--- src/rtl/gtm_pkg.sv ---
// Shared constants and types for the Goertzel tone magnitude block.
`timescale 1ns / 1ps
package gtm_pkg;

   localparam int STATE_WIDTH_DEF = 40;
   localparam int SAMPLE_W        = 16;
   localparam int REQ_DATA_W      = 16;
   localparam int COEF_W          = 18;
   localparam int FRAC_W          = 16;
   localparam int MAG_W           = 42;
   localparam int RSP_DATA_W      = 48;
   localparam int CSR_INDEX_W     = 2;
   localparam int QUEUE_DEPTH     = 2;

   localparam logic [CSR_INDEX_W-1:0] CSR_FEEDBACK = 2'd0;
   localparam logic [CSR_INDEX_W-1:0] CSR_COS      = 2'd1;
   localparam logic [CSR_INDEX_W-1:0] CSR_SIN      = 2'd2;

   localparam logic signed [COEF_W-1:0] FEEDBACK_RESET = 18'sd0;
   localparam logic signed [COEF_W-1:0] COS_RESET      = 18'sd65536;
   localparam logic signed [COEF_W-1:0] SIN_RESET      = 18'sd0;

   localparam logic [MAG_W-1:0] MAG_MAX = '1;

   typedef struct packed {
      logic full;
      logic empty;
   } queue_status_type;

endpackage

--- src/rtl/gtm_front.sv ---
// Front end: sample intake, coefficient registers, Goertzel recurrence and bin terms.
`timescale 1ns / 1ps
module gtm_front #(
   parameter int STATE_WIDTH = gtm_pkg::STATE_WIDTH_DEF
) (
   input  logic                                clock,
   input  logic                                reset,
   input  logic                                req_tvalid,
   output logic                                req_tready,
   input  logic [gtm_pkg::REQ_DATA_W-1:0]      req_tdata,
   input  logic                                req_tlast,
   input  logic                                csr_we,
   input  logic [gtm_pkg::CSR_INDEX_W-1:0]     csr_index,
   input  logic [gtm_pkg::COEF_W-1:0]          csr_wdata,
   input  gtm_pkg::queue_status_type           q_status,
   output logic                                q_push,
   output logic [2*(STATE_WIDTH+3)-1:0]        q_data
);
   import gtm_pkg::*;

   localparam int W   = STATE_WIDTH;
   localparam int L   = W / 2;
   localparam int HW  = W - L;
   localparam int MB  = HW + 1;
   localparam int PRW = COEF_W + MB;
   localparam int PW  = W + COEF_W;
   localparam int QW  = PW - FRAC_W;
   localparam int EW  = W + 3;

   localparam logic [1:0] S_IDLE = 2'd0;
   localparam logic [1:0] S_M0   = 2'd1;
   localparam logic [1:0] S_M1   = 2'd2;
   localparam logic [1:0] S_M2   = 2'd3;

   localparam logic [1:0] PH_RECUR = 2'd0;
   localparam logic [1:0] PH_RE    = 2'd1;
   localparam logic [1:0] PH_IM    = 2'd2;

   logic [1:0]                 state_ff, state_in;
   logic                       fin_ff, fin_in;
   logic [1:0]                 phase_ff, phase_in;
   logic signed [SAMPLE_W-1:0] sample_ff, sample_in;
   logic                       last_ff, last_in;
   logic signed [W-1:0]        s1_ff, s1_in, s2_ff, s2_in;
   logic signed [PRW-1:0]      prod_ff, prod_in;
   logic signed [PW-1:0]       acc_ff, acc_in;
   logic signed [EW-1:0]       re_ff, re_in;
   logic signed [COEF_W-1:0]   fb_ff, fb_in, cos_ff, cos_in, sin_ff, sin_in;

   logic signed [COEF_W-1:0]   coef;
   logic signed [MB-1:0]       lo_ext, hi_ext, mul_b;
   logic signed [PRW-1:0]      mul_p;
   logic signed [PW-1:0]       prod_ext, acc_sum;
   logic signed [QW-1:0]       q;
   logic signed [EW-1:0]       q_e, s2_e, x_e, sum, re_val, im_val;
   logic                       fits;
   logic signed [W-1:0]        sat;

   always_comb begin
      case (phase_ff)
         PH_RECUR: coef = fb_ff;
         PH_RE:    coef = cos_ff;
         PH_IM:    coef = sin_ff;
         default:  coef = fb_ff;
      endcase
   end

   assign lo_ext   = {{(MB-L){1'b0}}, s1_ff[L-1:0]};
   assign hi_ext   = {s1_ff[W-1], s1_ff[W-1:L]};
   assign mul_b    = (state_ff == S_M0 && !fin_ff) ? lo_ext : hi_ext;
   assign mul_p    = coef * mul_b;
   assign prod_ext = {{(PW-PRW){prod_ff[PRW-1]}}, prod_ff};
   assign acc_sum  = acc_ff + (prod_ext <<< L);
   assign q        = acc_ff[PW-1:FRAC_W];
   assign q_e      = {{(EW-QW){q[QW-1]}}, q};
   assign s2_e     = {{(EW-W){s2_ff[W-1]}}, s2_ff};
   assign x_e      = {{(EW-SAMPLE_W){sample_ff[SAMPLE_W-1]}}, sample_ff};
   assign sum      = x_e + q_e - s2_e;
   assign fits     = (&sum[EW-1:W-1]) | ~(|sum[EW-1:W-1]);
   assign sat      = fits ? sum[W-1:0]
                   : (sum[EW-1] ? {1'b1, {(W-1){1'b0}}} : {1'b0, {(W-1){1'b1}}});
   assign re_val   = q_e - s2_e;
   assign im_val   = -q_e;

   assign req_tready = (state_ff == S_IDLE) && !fin_ff && !q_status.full;
   assign q_data     = {re_ff, im_val};

   always_comb begin
      state_in  = state_ff;
      fin_in    = 1'b0;
      phase_in  = phase_ff;
      sample_in = sample_ff;
      last_in   = last_ff;
      s1_in     = s1_ff;
      s2_in     = s2_ff;
      prod_in   = prod_ff;
      acc_in    = acc_ff;
      re_in     = re_ff;
      q_push    = 1'b0;
      if (fin_ff) begin
         // fin_ff marks the closing step of a multiply pass
         case (phase_ff)
            PH_RECUR: begin
               s2_in = s1_ff;
               s1_in = sat;
               if (last_ff) begin
                  phase_in = PH_RE;
                  state_in = S_M0;
               end else begin
                  state_in = S_IDLE;
               end
            end
            PH_RE: begin
               re_in    = re_val;
               phase_in = PH_IM;
               state_in = S_M0;
            end
            PH_IM: begin
               q_push   = 1'b1;
               s1_in    = '0;
               s2_in    = '0;
               phase_in = PH_RECUR;
               state_in = S_IDLE;
            end
            default: state_in = S_IDLE;
         endcase
      end else begin
         case (state_ff)
            S_IDLE: begin
               if (req_tvalid && req_tready) begin
                  sample_in = req_tdata;
                  last_in   = req_tlast;
                  phase_in  = PH_RECUR;
                  state_in  = S_M0;
               end
            end
            S_M0: begin
               prod_in  = mul_p;
               state_in = S_M1;
            end
            S_M1: begin
               acc_in   = prod_ext;
               prod_in  = mul_p;
               state_in = S_M2;
            end
            S_M2: begin
               acc_in   = acc_sum;
               fin_in   = 1'b1;
               state_in = S_IDLE;
            end
            default: state_in = S_IDLE;
         endcase
      end
   end

   always_comb begin
      fb_in  = fb_ff;
      cos_in = cos_ff;
      sin_in = sin_ff;
      if (csr_we) begin
         case (csr_index)
            CSR_FEEDBACK: fb_in  = csr_wdata;
            CSR_COS:      cos_in = csr_wdata;
            CSR_SIN:      sin_in = csr_wdata;
            default:      ;
         endcase
      end
   end

   always_ff @(posedge clock) begin
      if (reset) begin
         state_ff <= S_IDLE;
         fin_ff   <= 1'b0;
         phase_ff <= PH_RECUR;
         last_ff  <= 1'b0;
         s1_ff    <= '0;
         s2_ff    <= '0;
         fb_ff    <= FEEDBACK_RESET;
         cos_ff   <= COS_RESET;
         sin_ff   <= SIN_RESET;
      end else begin
         state_ff <= state_in;
         fin_ff   <= fin_in;
         phase_ff <= phase_in;
         last_ff  <= last_in;
         s1_ff    <= s1_in;
         s2_ff    <= s2_in;
         fb_ff    <= fb_in;
         cos_ff   <= cos_in;
         sin_ff   <= sin_in;
      end
   end

   always_ff @(posedge clock) begin
      sample_ff <= sample_in;
      prod_ff   <= prod_in;
      acc_ff    <= acc_in;
      re_ff     <= re_in;
   end

endmodule

--- src/rtl/gtm_queue.sv ---
// Small register queue carrying bin terms from the front end to the magnitude unit.
`timescale 1ns / 1ps
module gtm_queue #(
   parameter int DW    = 2 * (gtm_pkg::STATE_WIDTH_DEF + 3),
   parameter int DEPTH = gtm_pkg::QUEUE_DEPTH
) (
   input  logic                      clock,
   input  logic                      reset,
   input  logic                      push,
   input  logic [DW-1:0]             push_data,
   input  logic                      pop,
   output gtm_pkg::queue_status_type status,
   output logic [DW-1:0]             rd_data
);
   import gtm_pkg::*;

   localparam int PTR_W = (DEPTH > 1) ? $clog2(DEPTH) : 1;
   localparam int CNT_W = $clog2(DEPTH + 1);

   logic [DW-1:0]    mem_ff [DEPTH];
   logic [PTR_W-1:0] wr_ptr_ff, wr_ptr_in, rd_ptr_ff, rd_ptr_in;
   logic [CNT_W-1:0] count_ff, count_in;
   logic             do_push, do_pop;

   assign status.full  = (count_ff == CNT_W'(DEPTH));
   assign status.empty = (count_ff == '0);
   assign do_push      = push && !status.full;
   assign do_pop       = pop && !status.empty;
   assign rd_data      = mem_ff[rd_ptr_ff];

   always_comb begin
      wr_ptr_in = wr_ptr_ff;
      rd_ptr_in = rd_ptr_ff;
      count_in  = count_ff;
      if (do_push) begin
         wr_ptr_in = (wr_ptr_ff == PTR_W'(DEPTH - 1)) ? '0 : wr_ptr_ff + 1'b1;
      end
      if (do_pop) begin
         rd_ptr_in = (rd_ptr_ff == PTR_W'(DEPTH - 1)) ? '0 : rd_ptr_ff + 1'b1;
      end
      if (do_push && !do_pop) begin
         count_in = count_ff + 1'b1;
      end else if (do_pop && !do_push) begin
         count_in = count_ff - 1'b1;
      end
   end

   always_ff @(posedge clock) begin
      if (reset) begin
         wr_ptr_ff <= '0;
         rd_ptr_ff <= '0;
         count_ff  <= '0;
      end else begin
         wr_ptr_ff <= wr_ptr_in;
         rd_ptr_ff <= rd_ptr_in;
         count_ff  <= count_in;
      end
   end

   always_ff @(posedge clock) begin
      if (do_push) begin
         mem_ff[wr_ptr_ff] <= push_data;
      end
   end

endmodule

--- src/rtl/gtm_back.sv ---
// Back end: sum of squares, bit-pair square root and the result register.
`timescale 1ns / 1ps
module gtm_back #(
   parameter int STATE_WIDTH = gtm_pkg::STATE_WIDTH_DEF
) (
   input  logic                              clock,
   input  logic                              reset,
   input  gtm_pkg::queue_status_type         q_status,
   input  logic [2*(STATE_WIDTH+3)-1:0]      q_data,
   output logic                              q_pop,
   output logic                              rsp_tvalid,
   input  logic                              rsp_tready,
   output logic [gtm_pkg::RSP_DATA_W-1:0]    rsp_tdata
);
   import gtm_pkg::*;

   localparam int EW  = STATE_WIDTH + 3;
   localparam int AW  = EW;
   localparam int H   = (AW + 1) / 2;
   localparam int NW  = 2 * AW + 2;
   localparam int RW  = NW / 2;
   localparam int RMW = RW + 2;
   localparam int CW  = $clog2(RW);
   localparam int XW  = (RW > MAG_W) ? RW : MAG_W;

   localparam logic [1:0] B_IDLE = 2'd0;
   localparam logic [1:0] B_SQ   = 2'd1;
   localparam logic [1:0] B_ROOT = 2'd2;
   localparam logic [1:0] B_DONE = 2'd3;

   localparam logic [1:0] SH_NONE  = 2'd0;
   localparam logic [1:0] SH_CROSS = 2'd1;
   localparam logic [1:0] SH_HIGH  = 2'd2;

   localparam logic [2:0] SQ_END = 3'd6;

   logic [1:0]       state_ff, state_in;
   logic [AW-1:0]    mr_ff, mr_in, mi_ff, mi_in;
   logic [2:0]       cnt_ff, cnt_in;
   logic [2*H-1:0]   prod_ff, prod_in;
   logic [1:0]       sh_ff, sh_in;
   logic [NW-1:0]    acc_ff, acc_in, n_ff, n_in;
   logic [RMW-1:0]   rem_ff, rem_in;
   logic [RW-1:0]    root_ff, root_in;
   logic [CW-1:0]    it_ff, it_in;
   logic             valid_ff, valid_in;
   logic [MAG_W-1:0] mag_ff, mag_in;

   logic signed [EW-1:0] re_e, im_e;
   logic [AW-1:0]        re_abs, im_abs, val;
   logic [H-1:0]         v_lo, v_hi, op_a, op_b;
   logic [1:0]           sh_sel;
   logic [NW-1:0]        prod_n, add;
   logic [RMW+1:0]       rem_sh, trial, diff;
   logic                 ge;
   logic [XW-1:0]        root_x;
   logic [MAG_W-1:0]     mag;
   logic                 load;

   assign re_e   = q_data[2*EW-1:EW];
   assign im_e   = q_data[EW-1:0];
   assign re_abs = re_e[EW-1] ? -re_e : re_e;
   assign im_abs = im_e[EW-1] ? -im_e : im_e;

   assign val  = (cnt_ff < 3'd3) ? mr_ff : mi_ff;
   assign v_lo = val[H-1:0];
   assign v_hi = H'(val >> H);

   always_comb begin
      case (cnt_ff)
         3'd0, 3'd3: begin
            op_a   = v_lo;
            op_b   = v_lo;
            sh_sel = SH_NONE;
         end
         3'd1, 3'd4: begin
            op_a   = v_lo;
            op_b   = v_hi;
            sh_sel = SH_CROSS;
         end
         default: begin
            op_a   = v_hi;
            op_b   = v_hi;
            sh_sel = SH_HIGH;
         end
      endcase
   end

   assign prod_n = NW'(prod_ff);

   always_comb begin
      case (sh_ff)
         SH_NONE:  add = prod_n;
         SH_CROSS: add = prod_n << (H + 1);
         SH_HIGH:  add = prod_n << (2 * H);
         default:  add = '0;
      endcase
   end

   assign rem_sh = {rem_ff, n_ff[NW-1:NW-2]};
   assign trial  = (RMW+2)'({root_ff, 2'b01});
   assign diff   = rem_sh - trial;
   assign ge     = (rem_sh >= trial);

   assign root_x = XW'(root_ff);
   assign mag    = (root_x > XW'(MAG_MAX)) ? MAG_MAX : root_x[MAG_W-1:0];

   assign load       = (state_ff == B_DONE) && (!valid_ff || rsp_tready);
   assign rsp_tvalid = valid_ff;
   assign rsp_tdata  = {{(RSP_DATA_W-MAG_W){1'b0}}, mag_ff};

   always_comb begin
      state_in = state_ff;
      mr_in    = mr_ff;
      mi_in    = mi_ff;
      cnt_in   = cnt_ff;
      prod_in  = prod_ff;
      sh_in    = sh_ff;
      acc_in   = acc_ff;
      n_in     = n_ff;
      rem_in   = rem_ff;
      root_in  = root_ff;
      it_in    = it_ff;
      mag_in   = mag_ff;
      q_pop    = 1'b0;
      case (state_ff)
         B_IDLE: begin
            if (!q_status.empty) begin
               q_pop    = 1'b1;
               mr_in    = re_abs;
               mi_in    = im_abs;
               acc_in   = '0;
               cnt_in   = '0;
               state_in = B_SQ;
            end
         end
         B_SQ: begin
            if (cnt_ff != 3'd0) begin
               acc_in = acc_ff + add;
            end
            if (cnt_ff == SQ_END) begin
               n_in     = acc_ff + add;
               rem_in   = '0;
               root_in  = '0;
               it_in    = '0;
               state_in = B_ROOT;
            end else begin
               prod_in = op_a * op_b;
               sh_in   = sh_sel;
               cnt_in  = cnt_ff + 1'b1;
            end
         end
         B_ROOT: begin
            rem_in  = ge ? diff[RMW-1:0] : rem_sh[RMW-1:0];
            root_in = {root_ff[RW-2:0], ge};
            n_in    = n_ff << 2;
            it_in   = it_ff + 1'b1;
            if (it_ff == CW'(RW - 1)) begin
               state_in = B_DONE;
            end
         end
         B_DONE: begin
            if (load) begin
               mag_in   = mag;
               state_in = B_IDLE;
            end
         end
         default: state_in = B_IDLE;
      endcase
   end

   always_comb begin
      if (load) begin
         valid_in = 1'b1;
      end else if (rsp_tready) begin
         valid_in = 1'b0;
      end else begin
         valid_in = valid_ff;
      end
   end

   always_ff @(posedge clock) begin
      if (reset) begin
         state_ff <= B_IDLE;
         valid_ff <= 1'b0;
         cnt_ff   <= '0;
         it_ff    <= '0;
      end else begin
         state_ff <= state_in;
         valid_ff <= valid_in;
         cnt_ff   <= cnt_in;
         it_ff    <= it_in;
      end
   end

   always_ff @(posedge clock) begin
      mr_ff   <= mr_in;
      mi_ff   <= mi_in;
      prod_ff <= prod_in;
      sh_ff   <= sh_in;
      acc_ff  <= acc_in;
      n_ff    <= n_in;
      rem_ff  <= rem_in;
      root_ff <= root_in;
      mag_ff  <= mag_in;
   end

endmodule

--- src/rtl/goertzel_tone_magnitude_top.sv ---
// Top level of the Goertzel single-bin tone magnitude block.
// Samples enter on req_ (tlast closes a block) and run through the Goertzel
// recurrence with the feedback coefficient at csr index 0; cos and sin terms
// sit at indexes 1 and 2 (signed Q2.16). In the front end each sample uses
// one 18-bit by half-state multiplier twice per coefficient product, then a
// step to saturate and store the state; a block's last sample also forms the
// real and imaginary terms. Those go through a two-entry queue to the back
// end, which takes the entry, forms the sum of squares, runs the
// one-bit-per-cycle square root and then loads rsp_tdata, so it runs
// alongside the next block's samples. Magnitudes saturate at 2^42 - 1.
`timescale 1ns / 1ps
module goertzel_tone_magnitude_top #(
   parameter int STATE_WIDTH = gtm_pkg::STATE_WIDTH_DEF
) (
   input  logic                             clock,
   input  logic                             reset,
   input  logic                             req_tvalid,
   output logic                             req_tready,
   input  logic [gtm_pkg::REQ_DATA_W-1:0]   req_tdata,   // [15:0] sample
   input  logic                             req_tlast,
   output logic                             rsp_tvalid,
   input  logic                             rsp_tready,
   output logic [gtm_pkg::RSP_DATA_W-1:0]   rsp_tdata,   // [41:0] magnitude
   input  logic                             csr_we,
   input  logic [gtm_pkg::CSR_INDEX_W-1:0]  csr_index,
   input  logic [gtm_pkg::COEF_W-1:0]       csr_wdata
);
   import gtm_pkg::*;

   localparam int QDW = 2 * (STATE_WIDTH + 3);

   queue_status_type q_status;
   logic             q_push, q_pop;
   logic [QDW-1:0]   q_wdata, q_rdata;

   gtm_front #(
      .STATE_WIDTH(STATE_WIDTH)
   ) u_front (
      .clock      (clock),
      .reset      (reset),
      .req_tvalid (req_tvalid),
      .req_tready (req_tready),
      .req_tdata  (req_tdata),
      .req_tlast  (req_tlast),
      .csr_we     (csr_we),
      .csr_index  (csr_index),
      .csr_wdata  (csr_wdata),
      .q_status   (q_status),
      .q_push     (q_push),
      .q_data     (q_wdata)
   );

   gtm_queue #(
      .DW    (QDW),
      .DEPTH (QUEUE_DEPTH)
   ) u_queue (
      .clock     (clock),
      .reset     (reset),
      .push      (q_push),
      .push_data (q_wdata),
      .pop       (q_pop),
      .status    (q_status),
      .rd_data   (q_rdata)
   );

   gtm_back #(
      .STATE_WIDTH(STATE_WIDTH)
   ) u_back (
      .clock      (clock),
      .reset      (reset),
      .q_status   (q_status),
      .q_data     (q_rdata),
      .q_pop      (q_pop),
      .rsp_tvalid (rsp_tvalid),
      .rsp_tready (rsp_tready),
      .rsp_tdata  (rsp_tdata)
   );

endmodule

--- config.mk ---
export PLATFORM = sky130hd
export DESIGN_NAME = goertzel_tone_magnitude_top
export DESIGN_NICKNAME = d
export VERILOG_FILES = /design/src/rtl/gtm_pkg.sv /design/src/rtl/gtm_front.sv /design/src/rtl/gtm_queue.sv /design/src/rtl/gtm_back.sv /design/src/rtl/goertzel_tone_magnitude_top.sv
export SDC_FILE = /design/constraint.sdc
export NUM_CORES = 2
export LEC_CHECK = 0
export ABC_AREA = 1
export BUFFER_PORTS_ARGS = -buffer_cell sky130_fd_sc_hd__buf_4
export CORE_ASPECT_RATIO = 0.7
export CORE_MARGIN = 4
export CORE_UTILIZATION = 59
export CTS_CLUSTER_SIZE = 24
export DETAILED_ROUTE_END_ITERATION = 8
export HOLD_SLACK_MARGIN = 0.05
export PLACE_DENSITY_LB_ADDON = 0.15
export SYNTH_ARGS = -nofsm -noshare
export SYNTH_HDL_FRONTEND = slang
export SYNTH_SLANG_ARGS = --single-unit
export TNS_END_PERCENT = 20
--- constraint.sdc ---
create_clock -name clock -period 39.1 [get_ports clock]
set_clock_uncertainty 0.15 [all_clocks]
set_input_delay 5.865 -clock clock [delete_from_list [all_inputs] [get_ports clock]]
set_output_delay 5.865 -clock clock [all_outputs]
set_load 0.01 [all_outputs]
* Yosys cells after proc, flatten, opt, wreduce, memory -nomap -nowiden
Memories as Yosys holds them, arrays and structs flattened. A register that Yosys moved wholly into a read port is not among the register bits.
Cells that the tools add are included.
** Word-level totals
- Bits of input ports :: 42
- Logic and storage cells :: 198
- Flip-flop bits (word level) :: 752
- Output and inout bits :: 50
- Memories kept :: 1
- Memory bits (writable) :: 172
** Memory list
- u_queue.mem_ff :: depth 2, bits a word 86, read ports 1, clocked after Yosys merged registers in 1, write ports 1, RTL line gtm_queue.sv:20 : logic [DW-1:0] mem_ff [DEPTH];
** Operators by class
- $add $sub $neg :: 15
- Equality and inequality tests :: 27
- Reductions and logical operators :: 55
- Mux-type cells :: 59
- Order comparisons :: 3
- Bitwise operators :: 5
- Multipliers :: 2
** Operators with widths (count)
- 88-bit case mux with 2 select lines :: 2
- 88-bit 2-to-1 mux :: 3
- 88-bit case mux with 3 select lines :: 1
- 40-bit case mux with 2 select lines :: 2
- 58-bit case mux with 2 select lines :: 1
- 46-bit 2-to-1 mux :: 2
- 46-bit case mux with 2 select lines :: 1
- 88-bit adder :: 1
- 44-bit case mux with 2 select lines :: 1
- 43-bit negator :: 2
- 42-bit 2-to-1 mux :: 2
- 40-bit 2-to-1 mux :: 2
- 58-bit adder :: 1
- 48-bit by 46-bit greater-or-equal comparator with 1-bit output :: 1
- 46-bit subtractor :: 1
- 44-bit by 42-bit > comparator with 1-bit output, second input constant :: 1
- 22-bit by 22-bit multiplier with 44-bit output :: 1
- 22-bit 2-to-1 mux :: 2
- 44-bit 2-to-1 mux :: 1
- 16-bit by 42-bit adder with 43-bit output :: 1
- 43-bit 2-to-1 mux :: 1
- 42-bit negator with 43-bit output :: 1
- 42-bit by 40-bit subtractor with 43-bit output :: 1
- 43-bit by 40-bit subtractor with 43-bit output :: 1
- other kinds (44) :: 133

* Logic depth before layout (Yosys ltp)
- Depth after elaboration :: 8
- Gate-level depth with buffers :: 35
- Depth with buffers taken out :: 32

* Modules after synthesis
From an unflattened synthesis, not the netlist that was laid out.
** Unflattened totals
- Cells, all modules :: 11606
- Area total of the unflattened synthesis :: 90235.3 um2
** Modules (own cells, without submodules)
- gtm_back :: sequential area each 13452.9 um2, instances 1, cells an instance 6738, area an instance 49165.9 um2
- gtm_front :: sequential area each 7006.7 um2, instances 1, cells an instance 4563, area an instance 34416.8 um2
- gtm_queue :: sequential area each 5265.0 um2, instances 1, cells an instance 305, area an instance 6652.6 um2

* Worst setup path after synthesis
OpenSTA, ideal clock, no wires.
- Path type :: register to register
- Start point :: register u_back.state_ff[1]
- End point :: register u_back.it_ff[5]
- Data required time :: 38.870 ns
- Buffers on the path :: 1
- Period minus slack after synthesis :: 15.586 ns
- Stages on the path, launching flop included :: 12
- Library setup time :: 0.080 ns
- Slack :: 23.514 ns
- Arrival :: 15.356 ns
- Cells stage by stage :: dfxtp_1 inv_1 ha_1 clkbuf_1 o21ai_0 inv_1 nor2_1 nand3_1 nor2_1 nand2_1 nand2_1 nor3b_1
** Between the ends
- Word-level cells in the longest chain between the ends :: 3
- Elaborated cells on any way between the ends :: 6
- Classes of those cells :: 3 x eq/ne; 1 x mux; 2 x reduce/logical
** Ends and longest elaborated chain
- from (decl) :: RTL line gtm_back.sv:37 : logic [1:0] state_ff, state_in;
- from (signal assigned) :: RTL line gtm_back.sv:189 : state_ff <= state_in;
- 2-bit by 1-bit == test with 1-bit output / 2-bit == test (equally long branches) :: RTL line gtm_back.sv:126 : case (state_ff)
- 2-bit by 1-bit inequality test with 1-bit output (no line) / 2-bit nonzero test (equally long branches)
- 2-bit AND reduction (no line)
- to (signal assigned) :: RTL line gtm_back.sv:192 : it_ff <= it_in;
- to (decl) :: RTL line gtm_back.sv:45 : logic [CW-1:0] it_ff, it_in;
Several ways; a longest one is shown, not always the timed one.
A chain may end at the register's enable or synchronous reset.

* Worst setup path in the final report
- Start point :: register u_back.cnt_ff[0]
- End point :: register u_back.prod_ff[43], data pin
** Between the ends
- Word-level cells in the longest chain between the ends :: 4
- Elaborated cells on any way between the ends :: 11
- Classes of those cells :: 1 x mul; 1 x order compare; 3 x eq/ne; 3 x mux; 3 x reduce/logical
** Ends and longest elaborated chain
- from (decl) :: RTL line gtm_back.sv:39 : logic [2:0] cnt_ff, cnt_in;
- from (signal assigned) :: RTL line gtm_back.sv:191 : cnt_ff <= cnt_in;
- 3-bit by 2-bit < comparator with 1-bit output, or another cell as far along :: RTL line gtm_back.sv:65 : assign val = (cnt_ff < 3'd3) ? mr_ff : mi_ff;
- 43-bit 2-to-1 mux, or another cell as far along :: RTL line gtm_back.sv:65
- 22-bit 2-to-1 mux :: RTL line gtm_back.sv:70 : case (cnt_ff)
- 22-bit by 22-bit multiplier with 44-bit output * :: RTL line gtm_back.sv:148 : prod_in = op_a * op_b;
- to (signal assigned) :: RTL line gtm_back.sv:199 : prod_ff <= prod_in;
- to (decl) :: RTL line gtm_back.sv:40 : logic [2*H-1:0] prod_ff, prod_in;
Every way passes the cells marked *; elsewhere a longest branch is shown, timed or not.

==> results.py <==
metrics = {
    "die": {
        "ios": 92,
        "fp.dieW_um": 467,
        "dieHeight_um": 329,
        "die_area_um2": 154000,
        "rows": 117,
        "core_um2": 146000,
        "initial_core_util_pct": 59.6,
    },
    "clock_tree": {
        "cts_tree": "done",
        "clockRootBuffer": "clkbuf_16",
        "h-tree-depth": 3,
        "clock_path_buffers": 3,
        "hold_buffers": 0,
        "clkLatencyLatePin_ns": 0.77,
        "clock-sinks": 909,
        "post_cts.repair.setup_buffers": 0,
        "cts_inserted_buffers": 94,
        "path_clk_slew_ns": 0.06,
        "cts_resized": 0,
    },
    "global_route": {
        "grt_max_degree": 132,
        "grt_pass1_wl_mm": 463,
        "grt_pass1_vias": 72800,
        "gr-total-overflow": 0,
        "antenna_found_initial": 11,
        "grt_usage_pct": 40.4,
    },
    "timing": {
        "worstMarginPinSlew_ns": 1.48,
        "hold_viol": 0,
        "setup_viol": 0,
        "min_period_ns": 9.69,
        "setup_tns_ns": 0,
        "fmax_mhz": 103,
        "period_share_pct": 24.8,
        "rsz0062_at_grt": "false",
        "slew-limit-headroom_pct": 0.224,
        "drv_slew": 0,
    },
    "drt": {
        "met3_length_mm": 54.9,
        "ant_nets": 0,
        "wl_met1_mm": 135,
        "vias_per_cell": 5.91,
        "wirelength_mm": 312,
        "drt_first_pass_iters": 9,
        "num_vias": 76200,
        "routed-wl-met2_mm": 114,
        "drcViolationCount": 9,
        "drt_iter0_markers": 10800,
        "post_drt_wl_per_cell_um": 24.2,
        "routed.top_layer": "met5",
    },
    "synth": {
        "netlist_area_um2": 87000,
        "ys_types": 64,
        "synthesis.area_per_instance_um2": 8.06,
        "synth_edf_count": 752,
        "synth_seq_cells": 909,
        "syn_inst": 10800,
        "synth_top_flop_cell": "edfxtp_1",
        "ys_seq_area_share_pct": 29.6,
        "synthArstFlopShare_pct": 0,
        "synth_warnings": 0,
    },
    "critical_path": {
        "critPathCaptureType": "register",
        "crit_path_start": "u_back.cnt_ff[0]$_SDFFE_PP0P_",
        "start_kind": "register",
        "crit_slowest_cell": "o21ai_0",
        "crit_family": "adder cells",
        "r2r_start": "u_back.cnt_ff[0]$_SDFFE_PP0P_",
        "arrival_ns": 10.01,
        "slowest_delay_ns": 0.78,
        "cp_common_cell": "inv_1",
        "crit_required_ns": 39.43,
        "path_buf_inv": 12,
        "critPathMaxFanout": 52,
        "timing_worst_setup_path_type": "reg2reg",
    },
    "finish": {
        "fin_nets": 12200,
        "num-fill-cells": 12700,
        "area_growth_pct": 7.45,
        "drive_gt1_share_pct": 4.75,
    },
    "place": {
        "io_buffers": 85,
        "place_congestion": 1.06,
        "hpwlAfterDp_mm": 255,
    },
    "worst_hold_path": {
        "holdCritStartpoint": "u_front.re_ff[35]$_DFFE_PP_",
        "hold_class": "reg2reg",
    },
    "outcome": {
        "violations": "DRC, capacitance limit",
        "status": "finished, violations left",
    },
    "job": {
        "maxCapViolations": 1,
    },
}
==> worst register-to-register path: cells and delay by family (launching register included) <==
family	cells	cell delay [ns]
fa+ha+maj	8	3.82
compound gates	8	2.21
buf+inv	12	1.99
simple gates	5	0.66
flops	1	0.45
xor+xnor	1	0.17
==> cell usage in the layout, fill, tap and decap left out, drive strengths merged, types with 7 or more instances in the layout <==
cell / instances
nand3: 323
edfxtp: 752
o211ai: 21
xnor2: 150
a31oi: 65
o22ai: 45
or2: 85
inv: 2088
o31ai: 7
nand3b: 12
ha: 535
nor3: 91
and2: 9
o21ai: 657
nor2: 1361
o21bai: 39
o221ai: 8
clkinv: 61
o21a: 38
a211oi: 11
dfxtp: 157
clkinvlp: 9
buf: 223
fa: 819
nand4: 83
bufinv: 11
nor4: 36
clkbuf: 110
mux2i: 22
a21boi: 18
diode: 7
xor2: 235
a21o: 32
a21oi: 596
nand2: 2176
==> through the flow <==
| step | hold slack [ns] | utilization (%) | std cells | cell area (um^2) | setup slack [ns] |
|---|---|---|---|---|---|
| 2_1_floorplan | 0.271 | - | 10800 | 87100 | 23.51 |
| 4_1_cts | 0.271 | 64.1 | 12900 | 93500 | 29.46 |
| 3_3_place_gp | 0.273 | 61.8 | 12700 | 90200 | 29.53 |
| 5_1_grt | 0.281 | 64.1 | 12900 | 93500 | 28.92 |
| 3_5_place_dp | 0.283 | 61.8 | 12700 | 90200 | 29.50 |
| 6_report | 0.275 | 64.1 | 12900 | 93500 | 29.41 |
==> kinds of logic (layout without fill, tap and decap cells) <==
logic type,Yosys count,after routing,share of synthesized area [%]
other,1,13,0.00431
xor gates and xnor gates,385,385,3.87
buffers and inverters,2383,2502,10.4
DFF,909,909,29.6
adders and majority gates,1354,1354,26.5
AOI/OAI and AO/OA,1554,1554,9.79
and+or+nand+nor,4189,4189,19.6
muxes,22,22,0.253
==> state kept, by name, summed over array words and instances, names as in the netlist, 40 cells and up, named ones only <==
register and flops:
u_queue.mem_ff 172, u_front.s2_ff 40, u_back.mr_ff 43, u_back.prod_ff 44
u_back.root_ff 44, u_back.rem_ff 46, u_front.s1_ff 40, u_back.mi_ff 43
u_back.acc_ff 88, u_back.mag_ff 42, u_back.n_ff 88, u_front.acc_ff 42
u_front.re_ff 43
==> cell type report <==
class | count | area [um^2] | share of cell area, %
repair buffers | 223 | 1690 | 1.80
flip-flops and latches | 909 | 25700 | 27.5
clock inverters | 67 | 754 | 0.807
clock buffers | 110 | 2560 | 2.73
well taps | 1963 | 2460 | 2.63
diodes | 7 | 17.5 | 0.0187
inverters | 2102 | 7890 | 8.44
multi-input cells | 7510 | 52400 | 56.1
==> synth_stat cells, types with 11 or more instances <==
| master | instances | area, um^2 |
|---|---|---|
| nand3b_1 | 12 | 90.1 |
| a21boi_0 | 18 | 135 |
| xor2_1 | 235 | 2060 |
| buf_2 | 29 | 145 |
| o21ai_1 | 71 | 355 |
| a21o_1 | 32 | 240 |
| nor2_2 | 16 | 100 |
| xnor2_1 | 150 | 1310 |
| nand4_1 | 83 | 519 |
| a31oi_1 | 65 | 407 |
| o21a_1 | 38 | 285 |
| o22ai_1 | 45 | 282 |
| nor4_1 | 34 | 213 |
| nor3_1 | 86 | 430 |
| clkinv_1 | 27 | 101 |
| nand3_1 | 323 | 1620 |
| a211oi_1 | 11 | 82.6 |
| ha_1 | 535 | 6690 |
| nor2_1 | 1340 | 5030 |
| o211ai_1 | 21 | 158 |
| mux2i_1 | 22 | 220 |
| inv_2 | 15 | 56.3 |
| o21ai_0 | 566 | 2830 |
| or2_2 | 35 | 219 |
| or2_0 | 25 | 156 |
| o21bai_1 | 39 | 293 |
| o21ai_2 | 20 | 175 |
| edfxtp_1 | 752 | 22600 |
| fa_1 | 819 | 16400 |
| a21oi_1 | 595 | 2980 |
| or2_1 | 24 | 150 |
| dfxtp_1 | 157 | 3140 |
| inv_1 | 2060 | 7730 |
| clkbuf_1 | 223 | 837 |
| nand2_1 | 2165 | 8130 |
==> worst paths after layout <==
check	slack (ns)	to	cells after the start
setup / recovery	29.41	u_back.prod_ff[43]$_DFFE_PP_	34
hold / removal	0.27	u_queue.mem_ff[1][78]$_DFFE_PP_	0
hold reg to reg	0.27	u_queue.mem_ff[1][78]$_DFFE_PP_	0
setup reg to reg	29.41	u_back.prod_ff[43]$_DFFE_PP_	34
==> routing by layer <==
metal | vias to the layer above | GRT usage (%)
met5 | - | 0
met2 | 4831 | 50.1
li1 | 34100 | -
met4 | 6 | 9.12
met3 | 504 | 19.4
met1 | 36700 | 62.3
Power is not shown: default switching activity piles up to over one toggle a cycle in this logic, so the estimate is an artifact.
